[config.mk]
export PLATFORM = sky130hd
export DESIGN_NAME = four_level_page_table_walker_top
export DESIGN_NICKNAME = d
export VERILOG_FILES = /design/src/rtl/fltw_pkg.sv /design/src/rtl/fltw_step.sv /design/src/rtl/four_level_page_table_walker_top.sv
export SDC_FILE = /design/constraint.sdc
export NUM_CORES = 1
export LEC_CHECK = 0
export ABC_AREA = 1
export BUFFER_PORTS_ARGS = -buffer_cell sky130_fd_sc_hd__buf_4
export CELL_PAD_IN_SITES_DETAIL_PLACEMENT = 0
export CELL_PAD_IN_SITES_GLOBAL_PLACEMENT = 2
export CORE_UTILIZATION = 35
export CTS_BUF_LIST = sky130_fd_sc_hd__clkbuf_16
export CTS_CLUSTER_SIZE = 24
export DETAILED_ROUTE_END_ITERATION = 10
export PLACE_DENSITY_LB_ADDON = 0.1
export SYNTH_ARGS = -nofsm -noshare
export SYNTH_HDL_FRONTEND = slang
export SYNTH_SLANG_ARGS = --single-unit
[constraint.sdc]
create_clock -name clk -period 9.5 [get_ports clk]
set_input_delay 0 -clock clk [delete_from_list [all_inputs] [get_ports clk]]
set_output_delay 0 -clock clk [all_outputs]
set_load 0.02 [all_outputs]
[src/rtl/fltw_pkg.sv]
`timescale 1ns / 1ps

package fltw_pkg;

    // Field widths
    localparam int unsigned VA_W    = 48;
    localparam int unsigned PA_W    = 48;
    localparam int unsigned ROOT_W  = 36;
    localparam int unsigned ENTRY_W = 64;
    localparam int unsigned BYTES_W = 31;
    localparam int unsigned IDX_W   = 9;

    // Entry flag bits
    localparam int unsigned PRESENT_BIT = 0;
    localparam int unsigned LARGE_BIT   = 7;

    // Page lengths in bytes
    localparam logic [BYTES_W-1:0] PAGE_1G_BYTES = 31'h4000_0000;
    localparam logic [BYTES_W-1:0] PAGE_2M_BYTES = 31'h0020_0000;
    localparam logic [BYTES_W-1:0] PAGE_4K_BYTES = 31'h0000_1000;

    // Result kinds
    localparam logic KIND_READ = 1'b0;
    localparam logic KIND_DONE = 1'b1;

    // Request codes; code 3 is unused
    typedef enum logic [1:0] {
        REQ_TRANSLATE = 2'd0,
        REQ_ENTRY     = 2'd1,
        REQ_FAULT     = 2'd2
    } req_type_t;

    // Walk level: which table entry is awaited
    typedef enum logic [2:0] {
        LVL_IDLE = 3'd0,
        LVL_PT   = 3'd1,
        LVL_PD   = 3'd2,
        LVL_PDPT = 3'd3,
        LVL_PML4 = 3'd4
    } walk_level_t;

    typedef enum logic [1:0] {
        SIZE_4K = 2'd0,
        SIZE_2M = 2'd1,
        SIZE_1G = 2'd2
    } page_size_t;

    // One result of a step
    typedef struct packed {
        logic                has_result;
        logic                out_kind;
        logic [PA_W-1:0]     read_addr;
        logic [PA_W-1:0]     phys_addr;
        logic [1:0]          page_size;
        logic [BYTES_W-1:0]  bytes_to_page_end;
        logic                fault;
    } step_result_t;

    // 9-bit table index for a level, taken from the virtual address
    function automatic logic [IDX_W-1:0] level_index(input walk_level_t lvl,
                                                     input logic [VA_W-1:0] va);
        logic [IDX_W-1:0] idx;
        unique case (lvl)
            LVL_PML4: idx = va[47:39];
            LVL_PDPT: idx = va[38:30];
            LVL_PD:   idx = va[29:21];
            LVL_PT:   idx = va[20:12];
            default:  idx = '0;
        endcase
        return idx;
    endfunction

endpackage

[src/rtl/fltw_step.sv]
`timescale 1ns / 1ps

module fltw_step
    import fltw_pkg::*;
(
    input  logic [1:0]          req_type,
    input  logic [VA_W-1:0]     virt_addr,
    input  logic [ENTRY_W-1:0]  entry_data,
    input  logic [ROOT_W-1:0]   table_root_frame,
    input  walk_level_t         level,
    input  logic [VA_W-1:0]     saved_va,
    output walk_level_t         level_next,
    output logic [VA_W-1:0]     saved_va_next,
    output step_result_t        result
);

    logic        present;
    logic        large_page;
    walk_level_t lower_level;

    assign present     = entry_data[PRESENT_BIT];
    assign large_page  = entry_data[LARGE_BIT];
    assign lower_level = walk_level_t'(level - 3'd1);

    // Next walk level and saved address
    always_comb
    begin
        level_next    = level;
        saved_va_next = saved_va;
        unique case (req_type)
            REQ_TRANSLATE:
            begin
                level_next    = LVL_PML4;
                saved_va_next = virt_addr;
            end
            REQ_ENTRY:
            begin
                if (level != LVL_IDLE)
                begin
                    priority if (!present)
                        level_next = LVL_IDLE;
                    else if ((level == LVL_PDPT || level == LVL_PD) && large_page)
                        level_next = LVL_IDLE;
                    else if (level == LVL_PT)
                        level_next = LVL_IDLE;
                    else
                        level_next = lower_level;
                end
            end
            REQ_FAULT:
                level_next = LVL_IDLE;
            default:
                level_next = level;
        endcase
    end

    // Result item
    always_comb
    begin
        result = '0;
        unique case (req_type)
            REQ_TRANSLATE:
            begin
                result.has_result = 1'b1;
                result.out_kind   = KIND_READ;
                result.read_addr  = {table_root_frame,
                                     level_index(LVL_PML4, virt_addr), 3'b000};
            end
            REQ_ENTRY:
            begin
                if (level != LVL_IDLE)
                begin
                    result.has_result = 1'b1;
                    result.out_kind   = KIND_DONE;
                    priority if (!present)
                        result.fault = 1'b1;
                    else if (level == LVL_PDPT && large_page)
                    begin
                        result.phys_addr         = {entry_data[47:30], saved_va[29:0]};
                        result.page_size         = SIZE_1G;
                        result.bytes_to_page_end = PAGE_1G_BYTES
                                                   - {1'b0, saved_va[29:0]};
                    end
                    else if (level == LVL_PD && large_page)
                    begin
                        result.phys_addr         = {entry_data[47:21], saved_va[20:0]};
                        result.page_size         = SIZE_2M;
                        result.bytes_to_page_end = PAGE_2M_BYTES
                                                   - {10'b0, saved_va[20:0]};
                    end
                    else if (level == LVL_PT)
                    begin
                        result.phys_addr         = {entry_data[47:12], saved_va[11:0]};
                        result.page_size         = SIZE_4K;
                        result.bytes_to_page_end = PAGE_4K_BYTES
                                                   - {19'b0, saved_va[11:0]};
                    end
                    else
                    begin
                        // descend one level
                        result.out_kind  = KIND_READ;
                        result.read_addr = {entry_data[47:12],
                                            level_index(lower_level, saved_va), 3'b000};
                    end
                end
            end
            REQ_FAULT:
            begin
                if (level != LVL_IDLE)
                begin
                    result.has_result = 1'b1;
                    result.out_kind   = KIND_DONE;
                    result.fault      = 1'b1;
                end
            end
            default:
                result = '0;
        endcase
    end

endmodule

[src/rtl/four_level_page_table_walker_top.sv]
// Input transfer to result passes through one input register and one result register.
// Throughput: one item per cycle; each item is resolved by single-pass logic on the input
// register, and a result leaving the output register in the same cycle does not block the
// next transfer; a stalled result holds the input register, which then stalls the input.
// Walk length is set by the memory answering the read requests, one round trip per level.
// Reset (rst_n low, asynchronous): walk idle, saved address and root frame cleared, no
// item held.
`timescale 1ns / 1ps

module four_level_page_table_walker_top
    import fltw_pkg::*;
(
    input  logic                clk,
    input  logic                rst_n,
    // configuration
    input  logic                cfg_wr_en,
    input  logic [ROOT_W-1:0]   cfg_wr_data,
    // input channel
    input  logic                in_valid,
    output logic                in_stall,
    input  logic [1:0]          req_type,
    input  logic [VA_W-1:0]     virt_addr,
    input  logic [ENTRY_W-1:0]  entry_data,
    // output channel
    output logic                out_valid,
    input  logic                out_stall,
    output logic                out_kind,
    output logic [PA_W-1:0]     read_addr,
    output logic [PA_W-1:0]     phys_addr,
    output logic [1:0]          page_size,
    output logic [BYTES_W-1:0]  bytes_to_page_end,
    output logic                fault
);

    logic [ROOT_W-1:0]  root_reg;
    logic               in_vld_reg;
    logic [1:0]         req_reg;
    logic [VA_W-1:0]    va_in_reg;
    logic [ENTRY_W-1:0] entry_reg;
    walk_level_t        level_reg;
    walk_level_t        level_next;
    logic [VA_W-1:0]    saved_va_reg;
    logic [VA_W-1:0]    saved_va_next;
    step_result_t       step_res;
    logic               out_vld_reg;
    logic               out_vld_next;
    step_result_t       out_reg;
    logic               advance;
    logic               in_xfer;

    // Handshake: held item moves on when the result register is free or being emptied
    assign advance  = in_vld_reg && (!out_vld_reg || !out_stall);
    assign in_stall = in_vld_reg && !advance;
    assign in_xfer  = in_valid && !in_stall;

    // Root frame register
    always_ff @(posedge clk or negedge rst_n)
    begin
        if (!rst_n)
            root_reg <= '0;
        else if (cfg_wr_en)
            root_reg <= cfg_wr_data;
    end

    // Input register
    always_ff @(posedge clk or negedge rst_n)
    begin
        if (!rst_n)
            in_vld_reg <= 1'b0;
        else if (in_xfer)
            in_vld_reg <= 1'b1;
        else if (advance)
            in_vld_reg <= 1'b0;
    end

    always_ff @(posedge clk)
    begin
        if (in_xfer)
        begin
            req_reg   <= req_type;
            va_in_reg <= virt_addr;
            entry_reg <= entry_data;
        end
    end

    // Step logic
    fltw_step u_step (
        .req_type         (req_reg),
        .virt_addr        (va_in_reg),
        .entry_data       (entry_reg),
        .table_root_frame (root_reg),
        .level            (level_reg),
        .saved_va         (saved_va_reg),
        .level_next       (level_next),
        .saved_va_next    (saved_va_next),
        .result           (step_res)
    );

    // Walk state
    always_ff @(posedge clk or negedge rst_n)
    begin
        if (!rst_n)
        begin
            level_reg    <= LVL_IDLE;
            saved_va_reg <= '0;
        end
        else if (advance)
        begin
            level_reg    <= level_next;
            saved_va_reg <= saved_va_next;
        end
    end

    // Result register
    always_comb
    begin
        out_vld_next = out_vld_reg;
        if (advance)
            out_vld_next = step_res.has_result;
        else if (out_vld_reg && !out_stall)
            out_vld_next = 1'b0;
    end

    always_ff @(posedge clk or negedge rst_n)
    begin
        if (!rst_n)
            out_vld_reg <= 1'b0;
        else
            out_vld_reg <= out_vld_next;
    end

    always_ff @(posedge clk)
    begin
        if (advance && step_res.has_result)
            out_reg <= step_res;
    end

    assign out_valid         = out_vld_reg;
    assign out_kind          = out_reg.out_kind;
    assign read_addr         = out_reg.read_addr;
    assign phys_addr         = out_reg.phys_addr;
    assign page_size         = out_reg.page_size;
    assign bytes_to_page_end = out_reg.bytes_to_page_end;
    assign fault             = out_reg.fault;

    // Checks
    a_translate_starts_walk: assert property (@(posedge clk) disable iff (!rst_n)
        (advance && req_reg == REQ_TRANSLATE) |=> level_reg == LVL_PML4)
        else $error("translate did not start a walk at the top level");

    a_done_ends_walk: assert property (@(posedge clk) disable iff (!rst_n)
        (advance && step_res.has_result && step_res.out_kind == KIND_DONE)
        |=> level_reg == LVL_IDLE)
        else $error("finished translation left the walk running");

    a_fault_clean: assert property (@(posedge clk) disable iff (!rst_n)
        (out_valid && fault) |-> (phys_addr == '0 && bytes_to_page_end == '0
                                  && out_kind == KIND_DONE))
        else $error("faulted result carries an address");

    a_idle_no_result: assert property (@(posedge clk) disable iff (!rst_n)
        (advance && level_reg == LVL_IDLE && req_reg != REQ_TRANSLATE)
        |-> !step_res.has_result)
        else $error("result produced while no walk was running");

endmodule

==> impl_metrics.json <==
{
  "status": "finished, violations left",
  "violations": "negative hold slack",
  "worstMarginPinSlew_ns": 1.09,
  "drtPass1Iterations": 5,
  "fin_cells": 1938,
  "netlist_top_cells_area": "edfxtp_1 52%, dfrtp_1 18%, nand2_1 5.9%",
  "crit_path_end_kind": "flip-flop",
  "netlist_top_cells_count": "215 x edfxtp_1, 193 x nand2_1, 144 x nor2_1, 114 x inv_1, 89 x dfrtp_1",
  "rsz0062_at_grt": "false",
  "fin_util_pct": 49.2,
  "start_kind": "flip-flop",
  "cts_tree": "built",
  "vias": 9036,
  "core_area_um2": 34600,
  "p_leak_nw": 7.23,
  "dp.final_hpwl_um": 23900,
  "p_sw_share_pct": 29.3,
  "clock-sinks": 304,
  "grt-ovfl-total": 0,
  "synth-seq-area-share_pct": 70.5,
  "grt_max_degree": 73,
  "final_antenna_net_count": 0,
  "ys_types": 36,
  "final.setup.tns_ns": 0,
  "ys_ff_latch": 304,
  "fmax_ghz": 0.265,
  "drive_gt1_share_pct": 24.3,
  "grt_util_all_layers_pct": 19.5,
  "synth-edff-count": 215,
  "via_per_inst": 4.66,
  "drt_iter0_markers": 384,
  "fillers": 3201,
  "seqPwrFrac_pct": 48.5,
  "grt_pass1_wl_um": 52400,
  "fin_ws_ns": 5.73,
  "synth_area_per_cell_um2": 11.6,
  "relSlewSlack_pct": 27.1,
  "clock_skew_ns": 0.0199,
  "async_reset_ff_share_pct": 29.3,
  "cts_setup_buffers": 0,
  "hold_viol": 2,
  "min_period_ns": 3.77,
  "crit_type": "flip-flop to flip-flop",
  "gp_congestion": 0.848,
  "port_buffers": 258,
  "hold_slack_ns": -0.00879,
  "ys_warn_count": 0,
  "drv_cap": 0,
  "post-place-cells": 1745,
  "dieArea_um2": 36000,
  "antenna_found_initial": 0,
  "yosys.area.top_type_share_pct": 52.4,
  "ys.flop_type": "edfxtp_1",
  "clock_path_buffers": 3,
  "grt_pass1_vias": 9143,
  "htreeDepth": 2,
  "cp.required_ns": 9.63,
  "start_util_pct": 35.6,
  "clkPwrFrac_pct": 34.3,
  "syn-instance-count": 1060,
  "arrival_ns": 3.90,
  "peakVddDrop_uv": 141,
  "internal_power_mw": 2.57,
  "p_sw_mw": 1.06,
  "drv_slew": 0,
  "fp.dieH_um": 190,
  "comb_power_share_pct": 17.2,
  "wire_per_inst_um": 18.1,
  "clkTransAtPathRegs_ns": 0.06,
  "fin_nets": 1620,
  "power_density_nw_per_um2": 213,
  "wirelength_um": 35000,
  "period_share_pct": 39.7,
  "io_pins": 288,
  "yosysTopAreaCell": "edfxtp_1",
  "cts_buffers": 36,
  "die_x_um": 190,
  "placementRows": 68,
  "netlist_area_um2": 12300,
  "area_growth_pct": 38.3,
  "cts_root_buf": "clkbuf_16",
  "critPathMaxFanout": 65,
  "clock_latency_ns": 0.52,
  "dp_slack_ns": 5.69,
  "insertedDiodeCount": 0,
  "setup_viol": 0,
  "drc": 0,
  "hp-class": "primary input to async pin",
  "yosysMostFrequentCell": "edfxtp_1"
}
## power by group through the flow
stage	Sequential [mW]	Clock, mW	Combinational [mW]
after floorplan	1.80	0	0.288
after global placement	1.78	0	0.587
after detailed placement	1.79	0	0.591
after CTS	1.76	1.28	0.637
after global routing	1.78	1.32	0.690
final	1.76	1.24	0.625
## cell type report
class                           count  area (µm²)  share of cell area [%]
Sequential cell                   304        8680                    51.0
Clock buffer                       37         926                    5.43
Timing Repair Buffer              391        3250                    19.1
Clock inverter                     29         135                   0.793
Multi-Input combinational cell    605        3030                    17.8
Tap cell                          455         569                    3.34
Inverter                          117         444                    2.61
## worst paths after layout
check	from	endpoint	slack [ns]	cells after the start
min in group clk	cfg_wr_en	root_reg[27]	0.05	3
worst max register to register	req_reg[0]	read_addr[20]	5.73	6
max in group asynchronous	rst_n	saved_va_reg[38]	8.24	3
worst min register to register	va_in_reg[36]	saved_va_reg[36]	0.47	1
worst max-delay path	req_reg[0]	read_addr[20]	5.73	6
worst min-delay path	rst_n	in_vld_reg	-0.009	2
## routing by layer
layer / part of all wire [%] / GRT usage (%) / vias to the layer above
met3: 5.3 / 3.49 / 49
li1: - / - / 4372
met1: 43 / 25.3 / 4362
met2: 49 / 33.2 / 253
met5: 0 / 0 / -
met4: 2.1 / 5.30 / 0
## critical path: stages, from the launching register on
cell	delay (ns)
edfxtp_1	0.42
inv_1	0.10
ha_1	0.51
a21oi_1	0.17
nor2_4	0.75
buf_4	0.56
buf_4	0.78
## timing repair
item | in CTS | in global routing
endpoints found under the hold margin | 157 | 0
hold buffers | 127 | 0
gates resized for setup | 0 | 0
## stage by stage
step	total power, mW	cell area, µm²
4_1_cts	3.68	17000
5_1_grt	3.79	17000
6_report	3.63	17000
3_5_place_dp	2.38	14700
3_3_place_gp	2.37	14700
2_1_floorplan	2.09	12300
## placed cells by master, fill, tap and decap left out, drive strengths merged, types with 41 or more instances in the layout
cell           n
dfrtp         89
a21oi         46
edfxtp       215
nand2        196
buf          264
nand3         41
nor2         153
inv          135
dlygate4sd3  127
o21ai         74
## cells by family (layout without fill, tap and decap cells)
kind of cell    Yosys count  count (layout)  share of synthesized area [%]
xor+xnor                  6               6                          0.426
other cells               1               3                         0.0304
fa+ha+maj                10              10                           1.02
compound gates          151             151                           7.00
buf+inv                 153             574                           5.09
simple gates            416             416                           14.2
flops                   304             304                           70.5
mux                      19              19                           1.74
Power figures use the tool's default switching activity.
